===== src/twn_pkg.sv =====
// Shared types, constants and helpers for the text whitespace normalizer.
package twn_pkg;

  // Line length cap and derived widths
  localparam int MAX_LINE = 8192;
  localparam int LINE_W   = $clog2(MAX_LINE);
  localparam int RUN_W    = 13;
  localparam int TAB_W    = 4;
  localparam int BYTE_W   = 8;

  // Largest space count that fits the result field
  localparam logic [RUN_W-1:0] RUN_MAX = {RUN_W{1'b1}};

  // Output queue sizing
  localparam int OQ_DEPTH = 4;
  localparam int PTR_W    = $clog2(OQ_DEPTH);
  localparam int CNT_W    = $clog2(OQ_DEPTH + 1);

  // Tab width after reset
  localparam logic [TAB_W-1:0] TAB_RESET = TAB_W'(2);

  // Request codes
  localparam logic REQ_DATA = 1'b0;
  localparam logic REQ_END  = 1'b1;

  // Character codes
  localparam logic [BYTE_W-1:0] CH_NUL   = 8'h00;
  localparam logic [BYTE_W-1:0] CH_TAB   = 8'h09;
  localparam logic [BYTE_W-1:0] CH_LF    = 8'h0A;
  localparam logic [BYTE_W-1:0] CH_CR    = 8'h0D;
  localparam logic [BYTE_W-1:0] CH_SPACE = 8'h20;

  // One result word
  typedef struct packed {
    logic [BYTE_W-1:0] out_byte;
    logic [RUN_W-1:0]  space_run;
    logic              last;
  } res_t;

  // Results of one processed item, handed to the output queue
  typedef struct packed {
    logic [1:0] n;
    res_t       r0;
    res_t       r1;
  } push_t;

  // Clamp a pending space count to the result field
  function automatic logic [RUN_W-1:0] sat_run(input logic [LINE_W-1:0] v);
    logic [LINE_W+RUN_W-1:0] ve;
    ve = (LINE_W + RUN_W)'(v);
    if (ve > (LINE_W + RUN_W)'(RUN_MAX)) begin
      return RUN_MAX;
    end
    return RUN_W'(ve);
  endfunction

endpackage


===== src/twn_if.sv =====
// Handshake channel interfaces for input requests and result words.
interface twn_in_if;
  logic                      valid;
  logic                      ready;
  logic                      req_type;
  logic [twn_pkg::BYTE_W-1:0] data_byte;

  modport source (output valid, output req_type, output data_byte, input ready);
  modport sink   (input valid, input req_type, input data_byte, output ready);
endinterface

interface twn_out_if;
  logic                      valid;
  logic                      ready;
  logic [twn_pkg::BYTE_W-1:0] out_byte;
  logic [twn_pkg::RUN_W-1:0]  space_run;
  logic                      last;

  modport source (output valid, output out_byte, output space_run, output last,
                  input ready);
  modport sink   (input valid, input out_byte, input space_run, input last,
                  output ready);
endinterface


===== src/text_whitespace_normalizer_unit.sv =====
// Top level of the text whitespace normalizer.
//
// Input channel in_ch carries one word per request: req_type 0 with a text
// byte in data_byte, or req_type 1 to mark end of input. Output channel
// out_ch carries result words: out_byte, the count of spaces to write
// before it (space_run), and last on the final result of the request.
// A request gives zero, one or two results. The user writes tab width
// through cfg_we / cfg_wdata while the unit is idle; the block does not enforce it.
//
// A request accepted on in_ch waits in the input register; its results
// are written to the result queue, which drives out_ch.
// Throughput: one request per cycle while the queue has room. The input
// register forwards a word only while the four-entry result queue has at
// least two free entries.
// Reset (rst, synchronous) empties the input register and the queue,
// clears the line state and sets tab width to 2.
// When the receiver stalls, results wait in the queue; once it is near
// full, in_ch.ready drops until words are drained.
module text_whitespace_normalizer_unit (
  input  logic                       clk,
  input  logic                       rst,
  input  logic                       cfg_we,
  input  logic [twn_pkg::TAB_W-1:0]  cfg_wdata,
  twn_in_if.sink                     in_ch,
  twn_out_if.source                  out_ch
);

  twn_pkg::push_t push;
  logic           room;

  // Normalizing logic with its input register
  twn_core u_core (
    .clk          (clk),
    .rst          (rst),
    .cfg_we       (cfg_we),
    .cfg_wdata    (cfg_wdata),
    .in_valid     (in_ch.valid),
    .in_ready     (in_ch.ready),
    .in_req_type  (in_ch.req_type),
    .in_data_byte (in_ch.data_byte),
    .room         (room),
    .push         (push)
  );

  // Result queue
  twn_outq u_outq (
    .clk    (clk),
    .rst    (rst),
    .push   (push),
    .room   (room),
    .out_ch (out_ch)
  );

endmodule


===== src/twn_core.sv =====
// Input register, stream state and per-item normalization logic.
module twn_core (
  input  logic                        clk,
  input  logic                        rst,
  input  logic                        cfg_we,
  input  logic [twn_pkg::TAB_W-1:0]   cfg_wdata,
  input  logic                        in_valid,
  output logic                        in_ready,
  input  logic                        in_req_type,
  input  logic [twn_pkg::BYTE_W-1:0]  in_data_byte,
  input  logic                        room,
  output twn_pkg::push_t              push
);

  // Input register
  logic                       in_vld;
  logic                       in_req;
  logic [twn_pkg::BYTE_W-1:0] in_byte;

  // Stream state
  logic [twn_pkg::TAB_W-1:0]  tab_width;
  logic [twn_pkg::LINE_W-1:0] pending_spaces, pending_spaces_next;
  logic [twn_pkg::LINE_W-1:0] line_length, line_length_next;
  logic line_has_text, line_has_text_next;
  logic pending_blank, pending_blank_next;
  logic any_output, any_output_next;
  logic after_cr, after_cr_next;

  logic fire;
  logic [twn_pkg::LINE_W:0] len_plus_one;
  logic [twn_pkg::LINE_W:0] len_plus_tab;
  logic fits_one, fits_tab;
  twn_pkg::res_t lf_res;
  twn_pkg::push_t res;

  assign fire     = in_vld && room;
  assign in_ready = !in_vld || fire;

  // Input register: holds one word until the queue has room for its results
  always_ff @(posedge clk) begin
    if (rst) begin
      in_vld <= 1'b0;
    end else if (in_ready) begin
      in_vld <= in_valid;
    end
  end

  always_ff @(posedge clk) begin
    if (in_ready && in_valid) begin
      in_req  <= in_req_type;
      in_byte <= in_data_byte;
    end
  end

  // Tab width register
  always_ff @(posedge clk) begin
    if (rst) begin
      tab_width <= twn_pkg::TAB_RESET;
    end else if (cfg_we) begin
      tab_width <= cfg_wdata;
    end
  end

  // Line length cap checks
  assign len_plus_one = {1'b0, line_length} + (twn_pkg::LINE_W + 1)'(1);
  assign len_plus_tab = {1'b0, line_length} + (twn_pkg::LINE_W + 1)'(tab_width);
  assign fits_one     = len_plus_one < (twn_pkg::LINE_W + 1)'(twn_pkg::MAX_LINE);
  assign fits_tab     = len_plus_tab < (twn_pkg::LINE_W + 1)'(twn_pkg::MAX_LINE);

  assign lf_res = '{out_byte: twn_pkg::CH_LF, space_run: '0, last: 1'b1};

  // Per-item normalization
  always_comb begin
    pending_spaces_next = pending_spaces;
    line_length_next    = line_length;
    line_has_text_next  = line_has_text;
    pending_blank_next  = pending_blank;
    any_output_next     = any_output;
    after_cr_next       = after_cr;
    res                 = '0;

    if (in_req == twn_pkg::REQ_END) begin
      // end of stream: final LF if the line has text or nothing was output, then back to a fresh stream
      if (line_has_text || !any_output) begin
        res.n  = 2'd1;
        res.r0 = lf_res;
      end
      pending_spaces_next = '0;
      line_length_next    = '0;
      line_has_text_next  = 1'b0;
      pending_blank_next  = 1'b0;
      any_output_next     = 1'b0;
      after_cr_next       = 1'b0;
    end else if (in_byte == twn_pkg::CH_LF && after_cr) begin
      // LF of a CRLF pair
      after_cr_next = 1'b0;
    end else if (in_byte == twn_pkg::CH_LF || in_byte == twn_pkg::CH_CR) begin
      // line end
      if (line_has_text) begin
        res.n           = 2'd1;
        res.r0          = lf_res;
        any_output_next = 1'b1;
      end else begin
        pending_blank_next = 1'b1;
      end
      pending_spaces_next = '0;
      line_length_next    = '0;
      line_has_text_next  = 1'b0;
      after_cr_next       = (in_byte == twn_pkg::CH_CR);
    end else begin
      after_cr_next = 1'b0;
      if (in_byte == twn_pkg::CH_TAB) begin
        if (fits_tab) begin
          line_length_next    = twn_pkg::LINE_W'(len_plus_tab);
          pending_spaces_next = pending_spaces + twn_pkg::LINE_W'(tab_width);
        end
      end else if (in_byte == twn_pkg::CH_SPACE) begin
        if (fits_one) begin
          line_length_next    = twn_pkg::LINE_W'(len_plus_one);
          pending_spaces_next = pending_spaces + twn_pkg::LINE_W'(1);
        end
      end else if (in_byte != twn_pkg::CH_NUL) begin
        if (fits_one) begin
          if (!line_has_text && pending_blank) begin
            // deferred blank line goes out ahead of the text byte
            res.n              = 2'd2;
            res.r0             = lf_res;
            res.r0.last        = 1'b0;
            res.r1.out_byte    = in_byte;
            res.r1.space_run   = twn_pkg::sat_run(pending_spaces);
            res.r1.last        = 1'b1;
            pending_blank_next = 1'b0;
          end else begin
            res.n            = 2'd1;
            res.r0.out_byte  = in_byte;
            res.r0.space_run = twn_pkg::sat_run(pending_spaces);
            res.r0.last      = 1'b1;
          end
          pending_spaces_next = '0;
          line_length_next    = twn_pkg::LINE_W'(len_plus_one);
          line_has_text_next  = 1'b1;
          any_output_next     = 1'b1;
        end
      end
    end
  end

  // State update on each processed word
  always_ff @(posedge clk) begin
    if (rst) begin
      pending_spaces <= '0;
      line_length    <= '0;
      line_has_text  <= 1'b0;
      pending_blank  <= 1'b0;
      any_output     <= 1'b0;
      after_cr       <= 1'b0;
    end else if (fire) begin
      pending_spaces <= pending_spaces_next;
      line_length    <= line_length_next;
      line_has_text  <= line_has_text_next;
      pending_blank  <= pending_blank_next;
      any_output     <= any_output_next;
      after_cr       <= after_cr_next;
    end
  end

  always_comb begin
    push = res;
    if (!fire) begin
      push.n = 2'd0;
    end
  end

  // Spaces held back never exceed the line length they were counted in
  a_pend_le_len: assert property (@(posedge clk) disable iff (rst)
    pending_spaces <= line_length)
    else $error("pending spaces exceed line length");

  // End marker leaves a fresh stream behind
  a_end_clears: assert property (@(posedge clk) disable iff (rst)
    (fire && in_req == twn_pkg::REQ_END) |=>
      (pending_spaces == '0 && line_length == '0 && !line_has_text &&
       !pending_blank && !any_output && !after_cr))
    else $error("end of stream did not clear state");

  // Two results only as blank LF followed by a visible byte
  a_pair_shape: assert property (@(posedge clk) disable iff (rst)
    (push.n == 2'd2) |->
      (push.r0.out_byte == twn_pkg::CH_LF && !push.r0.last && push.r1.last &&
       push.r1.out_byte != twn_pkg::CH_LF))
    else $error("malformed result pair");

endmodule


===== src/twn_outq.sv =====
// Result queue between the normalizer logic and the output channel.
module twn_outq (
  input  logic                  clk,
  input  logic                  rst,
  input  twn_pkg::push_t        push,
  output logic                  room,
  twn_out_if.source             out_ch
);

  twn_pkg::res_t q [twn_pkg::OQ_DEPTH];
  logic [twn_pkg::PTR_W-1:0] wr_ptr, rd_ptr;
  logic [twn_pkg::PTR_W-1:0] wr_ptr_p1;
  logic [twn_pkg::CNT_W-1:0] count, count_next;
  logic pop;

  assign wr_ptr_p1 = wr_ptr + twn_pkg::PTR_W'(1);

  // Room for the worst case of two results per word
  assign room = count <= twn_pkg::CNT_W'(twn_pkg::OQ_DEPTH - 2);

  // Output side
  assign out_ch.valid     = count != '0;
  assign out_ch.out_byte  = q[rd_ptr].out_byte;
  assign out_ch.space_run = q[rd_ptr].space_run;
  assign out_ch.last      = q[rd_ptr].last;
  assign pop              = out_ch.valid && out_ch.ready;

  assign count_next = count + twn_pkg::CNT_W'(push.n) - twn_pkg::CNT_W'(pop);

  // Entry storage
  always_ff @(posedge clk) begin
    if (push.n != 2'd0) begin
      q[wr_ptr] <= push.r0;
    end
    if (push.n == 2'd2) begin
      q[wr_ptr_p1] <= push.r1;
    end
  end

  // Pointers and fill count
  always_ff @(posedge clk) begin
    if (rst) begin
      wr_ptr <= '0;
      rd_ptr <= '0;
      count  <= '0;
    end else begin
      wr_ptr <= wr_ptr + twn_pkg::PTR_W'(push.n);
      if (pop) begin
        rd_ptr <= rd_ptr + twn_pkg::PTR_W'(1);
      end
      count <= count_next;
    end
  end

  // Words are pushed only when both may fit
  a_push_room: assert property (@(posedge clk) disable iff (rst)
    (push.n != 2'd0) |-> (count <= twn_pkg::CNT_W'(twn_pkg::OQ_DEPTH - 2)))
    else $error("push into a full queue");

  // Fill count matches the pointer distance
  a_cnt_ptr: assert property (@(posedge clk) disable iff (rst)
    (count != twn_pkg::CNT_W'(twn_pkg::OQ_DEPTH)) |->
      (twn_pkg::PTR_W'(count) == twn_pkg::PTR_W'(wr_ptr - rd_ptr)))
    else $error("queue count out of step with pointers");

  // Fill count never passes the queue depth
  a_cnt_max: assert property (@(posedge clk) disable iff (rst)
    count <= twn_pkg::CNT_W'(twn_pkg::OQ_DEPTH))
    else $error("queue count above depth");

endmodule

===== src/flat_wrapper.sv =====
// flat-port wrapper written by rule: the top's interface ports become plain ports
module text_whitespace_normalizer_unit_flat 
  (clk, rst, cfg_we, cfg_wdata, in_ch_valid, in_ch_req_type, in_ch_data_byte, in_ch_ready, out_ch_valid, out_ch_out_byte, out_ch_space_run, out_ch_last, out_ch_ready);
  twn_in_if in_ch_i ();
  twn_out_if out_ch_i ();
  input  logic clk;
  input  logic rst;
  input  logic cfg_we;
  input  logic [twn_pkg::TAB_W-1:0] cfg_wdata;
  input wire logic [$bits(in_ch_i.valid)-1:0] in_ch_valid;
  input wire logic [$bits(in_ch_i.req_type)-1:0] in_ch_req_type;
  input wire logic [$bits(in_ch_i.data_byte)-1:0] in_ch_data_byte;
  output wire logic [$bits(in_ch_i.ready)-1:0] in_ch_ready;
  output wire logic [$bits(out_ch_i.valid)-1:0] out_ch_valid;
  output wire logic [$bits(out_ch_i.out_byte)-1:0] out_ch_out_byte;
  output wire logic [$bits(out_ch_i.space_run)-1:0] out_ch_space_run;
  output wire logic [$bits(out_ch_i.last)-1:0] out_ch_last;
  input wire logic [$bits(out_ch_i.ready)-1:0] out_ch_ready;
  assign in_ch_i.valid = in_ch_valid;
  assign in_ch_i.req_type = in_ch_req_type;
  assign in_ch_i.data_byte = in_ch_data_byte;
  assign in_ch_ready = in_ch_i.ready;
  assign out_ch_valid = out_ch_i.valid;
  assign out_ch_out_byte = out_ch_i.out_byte;
  assign out_ch_space_run = out_ch_i.space_run;
  assign out_ch_last = out_ch_i.last;
  assign out_ch_i.ready = out_ch_ready;
  text_whitespace_normalizer_unit u_core (.clk(clk), .rst(rst), .cfg_we(cfg_we), .cfg_wdata(cfg_wdata), .in_ch(in_ch_i), .out_ch(out_ch_i));
endmodule

===== config.mk =====
export PLATFORM = sky130hd
export DESIGN_NAME = text_whitespace_normalizer_unit_flat
export DESIGN_NICKNAME = d
export VERILOG_FILES = /design/src/twn_pkg.sv /design/src/twn_if.sv /design/src/text_whitespace_normalizer_unit.sv /design/src/twn_core.sv /design/src/twn_outq.sv /design/src/flat_wrapper.sv
export SDC_FILE = /design/constraint.sdc
export NUM_CORES = 1
export LEC_CHECK = 0
export ABC_AREA = 1
export BUFFER_PORTS_ARGS = -buffer_cell sky130_fd_sc_hd__buf_2
export CAP_MARGIN = 20
export CORE_MARGIN = 3
export CORE_UTILIZATION = 55
export DETAILED_ROUTE_END_ITERATION = 10
export PLACE_DENSITY = 0.79
export SYNTH_ARGS = -nofsm -noshare
export SYNTH_HDL_FRONTEND = slang
export SYNTH_HIERARCHICAL = 1
export SYNTH_SLANG_ARGS = --single-unit

===== constraint.sdc =====
create_clock -name clk -period 9.4 [get_ports clk]
set_input_delay 2.82 -clock clk [delete_from_list [all_inputs] [get_ports clk]]
set_output_delay 2.82 -clock clk [all_outputs]
set_load 0.02 [all_outputs]

==> reports/results.txt <==
Status: complete, no violations
Minimum clock period: 5050 ps
H-tree levels: 4
RSZ-0062 raised after global routing: no
# IOs: 42
Worst slew margin: 0.363
Routed WL: 20.9 mm
Diode count: 0
Syn-to-layout area delta: 9.35%
Total gr overflow: 0
Footprint of the multi-input gates: 0.00428 sq mm
Final Hold Fails: 0
Largest net degree at the start of global routing: 46
Clk sink count: 141
Actual slew at the worst max-slew pin: 954 ps
Post-CTS Setup Bufs: 0
GRT Total Usage: 0.239
WP data required: 6580 ps
Die width: 132 um
Starting Density: 0.570
Post-DR wirelength/cell: 15.4 um
Syn avg cell area: 7.85 sq um
Leak: 3.66 nW
Sequential area share after synthesis: 0.433
Global-route wire length before repair: 34.3 mm
Worst Path Max Fanout: 23
Share of async-settable or async-resettable flops after synthesis: 0
Fraction of layout cells with a size suffix above 1: 0.155
Core area: 0.0154 sq mm
Max Cap Violations: 0
Clock Skew: 7.00 ps
Vias in the first global route: 6,874
Nets: 1,170
Synth Flop Type: edfxtp_1
Final period util: 0.537
EDFF count, synth: 97
FF+latch area: 0.00379 sq mm
Mapped Nets: 1,151
Placer Congestion: 0.911
Final setup vio count: 0
Hpwl dp: 13.5 mm
Die area: 0.0175 sq mm
Rows: 45
Cts repair resizes: 0
Total chip power: 1.85 mW
Die Y: 132 um
Fill cell total of the finished layout: 1,298
Slowest library cell on the worst path: dfxtp_1
Syn Std Cell Area: 0.00876 sq mm
Synth Instances: 1,116
Clock slew at reported path FFs: 60 ps
CP max stage delay: 790 ps
First DRT Iteration DRCs: 665
Setup WS post-layout: 4350 ps
Max-slew violation count: 0
Final hold slack: 464 ps
TNS Setup: 0 ps
Latest clock arrival within the worst-skew pair: 420 ps
DR pass1 iterations: 6
Root Buffer: clkbuf_16
DR DRC count: 0
Clock buffer depth: 2
F_max: 0.198 GHz
Crit path launch type: register
CP Cell Sequence: inv_1 > o21ai_0 > o22ai_1 > buf_2
CTS tree: done
Cell Pwr Density: 193 mW/mm^2
Internal reg-to-reg setup slack: 5300 ps
CTS Hold Bufs: 0
Cell variety after synth: 46
Synth Register Bits: 141
Synth Warn #: 6
Worst setup path class: reg2out
Antenna violations before repair: 0
Via count of the routed design: 7,679
Worst setup EP type: primary output
Max VDD drop: 0.000142 V
Worst path arrival time: 2230 ps
Worst min-delay path class: reg2reg
Post-DRT Antenna Nets: 0
Cts bufs inserted: 17
Dpl ws: 4820 ps
Port Buf Inserts: 41
DR vias/cell: 5.65
## metrics by stage
stage	area, sq um	util	std cells
after global placement	9000	0.585	1326
final	9580	0.623	1358
after detailed placement	9000	0.585	1326
after global routing	9580	0.623	1358
after CTS	9570	0.623	1357
after floorplan	8760	-	1116
## layer usage
metal  global-route usage  wire length (um)  vias to the layer above
li1                     -                 -                     3787
met1                0.321              9290                     3570
met2                0.401             10100                      293
met3               0.0416              1220                       29
met4               0.0658               302                        0
met5                    0                 0                        -
## cells by family (layout without fill, tap and decap cells)
family / after synthesis / count (layout) / synth area share
DFF: 141 / 141 / 0.433
adders and majority gates: 17 / 17 / 0.0268
buffers and inverters: 156 / 187 / 0.0848
AOI/OAI and AO/OA: 232 / 232 / 0.166
and+or+nand+nor: 559 / 559 / 0.278
xor gates and xnor gates: 11 / 11 / 0.0110
## synthesized netlist by cell type (6+ instances only)
master / count / area share
nand3_1: 59 / 0.034
dfxtp_1: 44 / 0.10
nand2_1: 269 / 0.12
buf_2: 12 / 0.0069
a21oi_1: 28 / 0.016
o22ai_1: 22 / 0.016
inv_1: 97 / 0.042
o21ai_1: 34 / 0.019
edfxtp_1: 97 / 0.33
o21ai_2: 56 / 0.056
buf_6: 16 / 0.021
ha_1: 14 / 0.020
nor3_1: 24 / 0.014
xor2_1: 9 / 0.0090
nand4_1: 14 / 0.010
nor2_2: 6 / 0.0043
a21oi_2: 6 / 0.0060
nor2_1: 162 / 0.069
o21ai_0: 72 / 0.041
inv_2: 10 / 0.0043
clkbuf_1: 14 / 0.0060
## layout by cell type, fill, tap and decap left out, types with 6 or more instances in the layout
| cell | count |
|---|---|
| dfxtp_1 | 44 |
| inv_1 | 97 |
| nor2_1 | 162 |
| buf_4 | 7 |
| nand2_1 | 269 |
| nand3_1 | 59 |
| clkbuf_16 | 17 |
| o21ai_0 | 72 |
| ha_1 | 14 |
| nor2_2 | 6 |
| o22ai_1 | 22 |
| buf_2 | 41 |
| a21oi_1 | 28 |
| nand4_1 | 14 |
| nor3_1 | 24 |
| o21ai_2 | 56 |
| edfxtp_1 | 97 |
| inv_2 | 10 |
| a21oi_2 | 6 |
| o21ai_1 | 34 |
| xor2_1 | 9 |
## path summary, 6_finish.rpt
kind,start,end,depth (start not counted)
worst max-delay path,register,out_ch_space_run[8],4
worst min-delay path,u_core/u_core/pending_blank$_SDFFE_PP0P_,u_core/u_core/pending_blank$_SDFFE_PP0P_,2
worst max register to register,u_core/u_core/in_byte[0]$_DFFE_PP_,u_core/u_outq/q[3][4]$_DFFE_PP_,17
worst min register to register,u_core/u_core/pending_blank$_SDFFE_PP0P_,u_core/u_core/pending_blank$_SDFFE_PP0P_,2
## final cells by class
type                            instances  area share
Tap cell                              211      0.0276
Timing Repair Buffer                   48      0.0269
Multi-Input combinational cell        819       0.447
Inverter                              108      0.0426
Sequential cell                       141       0.396
Clock buffer                           18      0.0448
Clock inverter                         13      0.0155
## critical path: cells and delay by family, from the launching register on
kind | cells | cell delay [ps]
AO/OA/AOI/OAI | 2 | 320
buffers and inverters | 2 | 700
flip-flops | 1 | 790
## where the power goes
| group | internal (mW) | switching (mW) | total [mW] |
|---|---|---|---|
| Sequential | 0.712 | 0.0380 | 0.750 |
| Clock | 0.412 | 0.254 | 0.666 |
| Combinational | 0.141 | 0.294 | 0.435 |
| Total | 1.26 | 0.587 | 1.85 |
## flip-flops by register name, indices dropped and copies added (netlist names), named ones only
register,count
u_core/u_core/after_cr,1
u_core/u_core/any_output,1
u_core/u_core/in_byte,8
u_core/u_core/in_req,1
u_core/u_core/in_vld,1
u_core/u_core/line_has_text,1
u_core/u_core/line_length,13
u_core/u_core/pending_blank,1
u_core/u_core/pending_spaces,13
u_core/u_core/tab_width,4
u_core/u_outq/count,3
u_core/u_outq/q,88
u_core/u_outq/rd_ptr,2
u_core/u_outq/wr_ptr,2
Note: power is estimated with default switching activity, not from simulation.
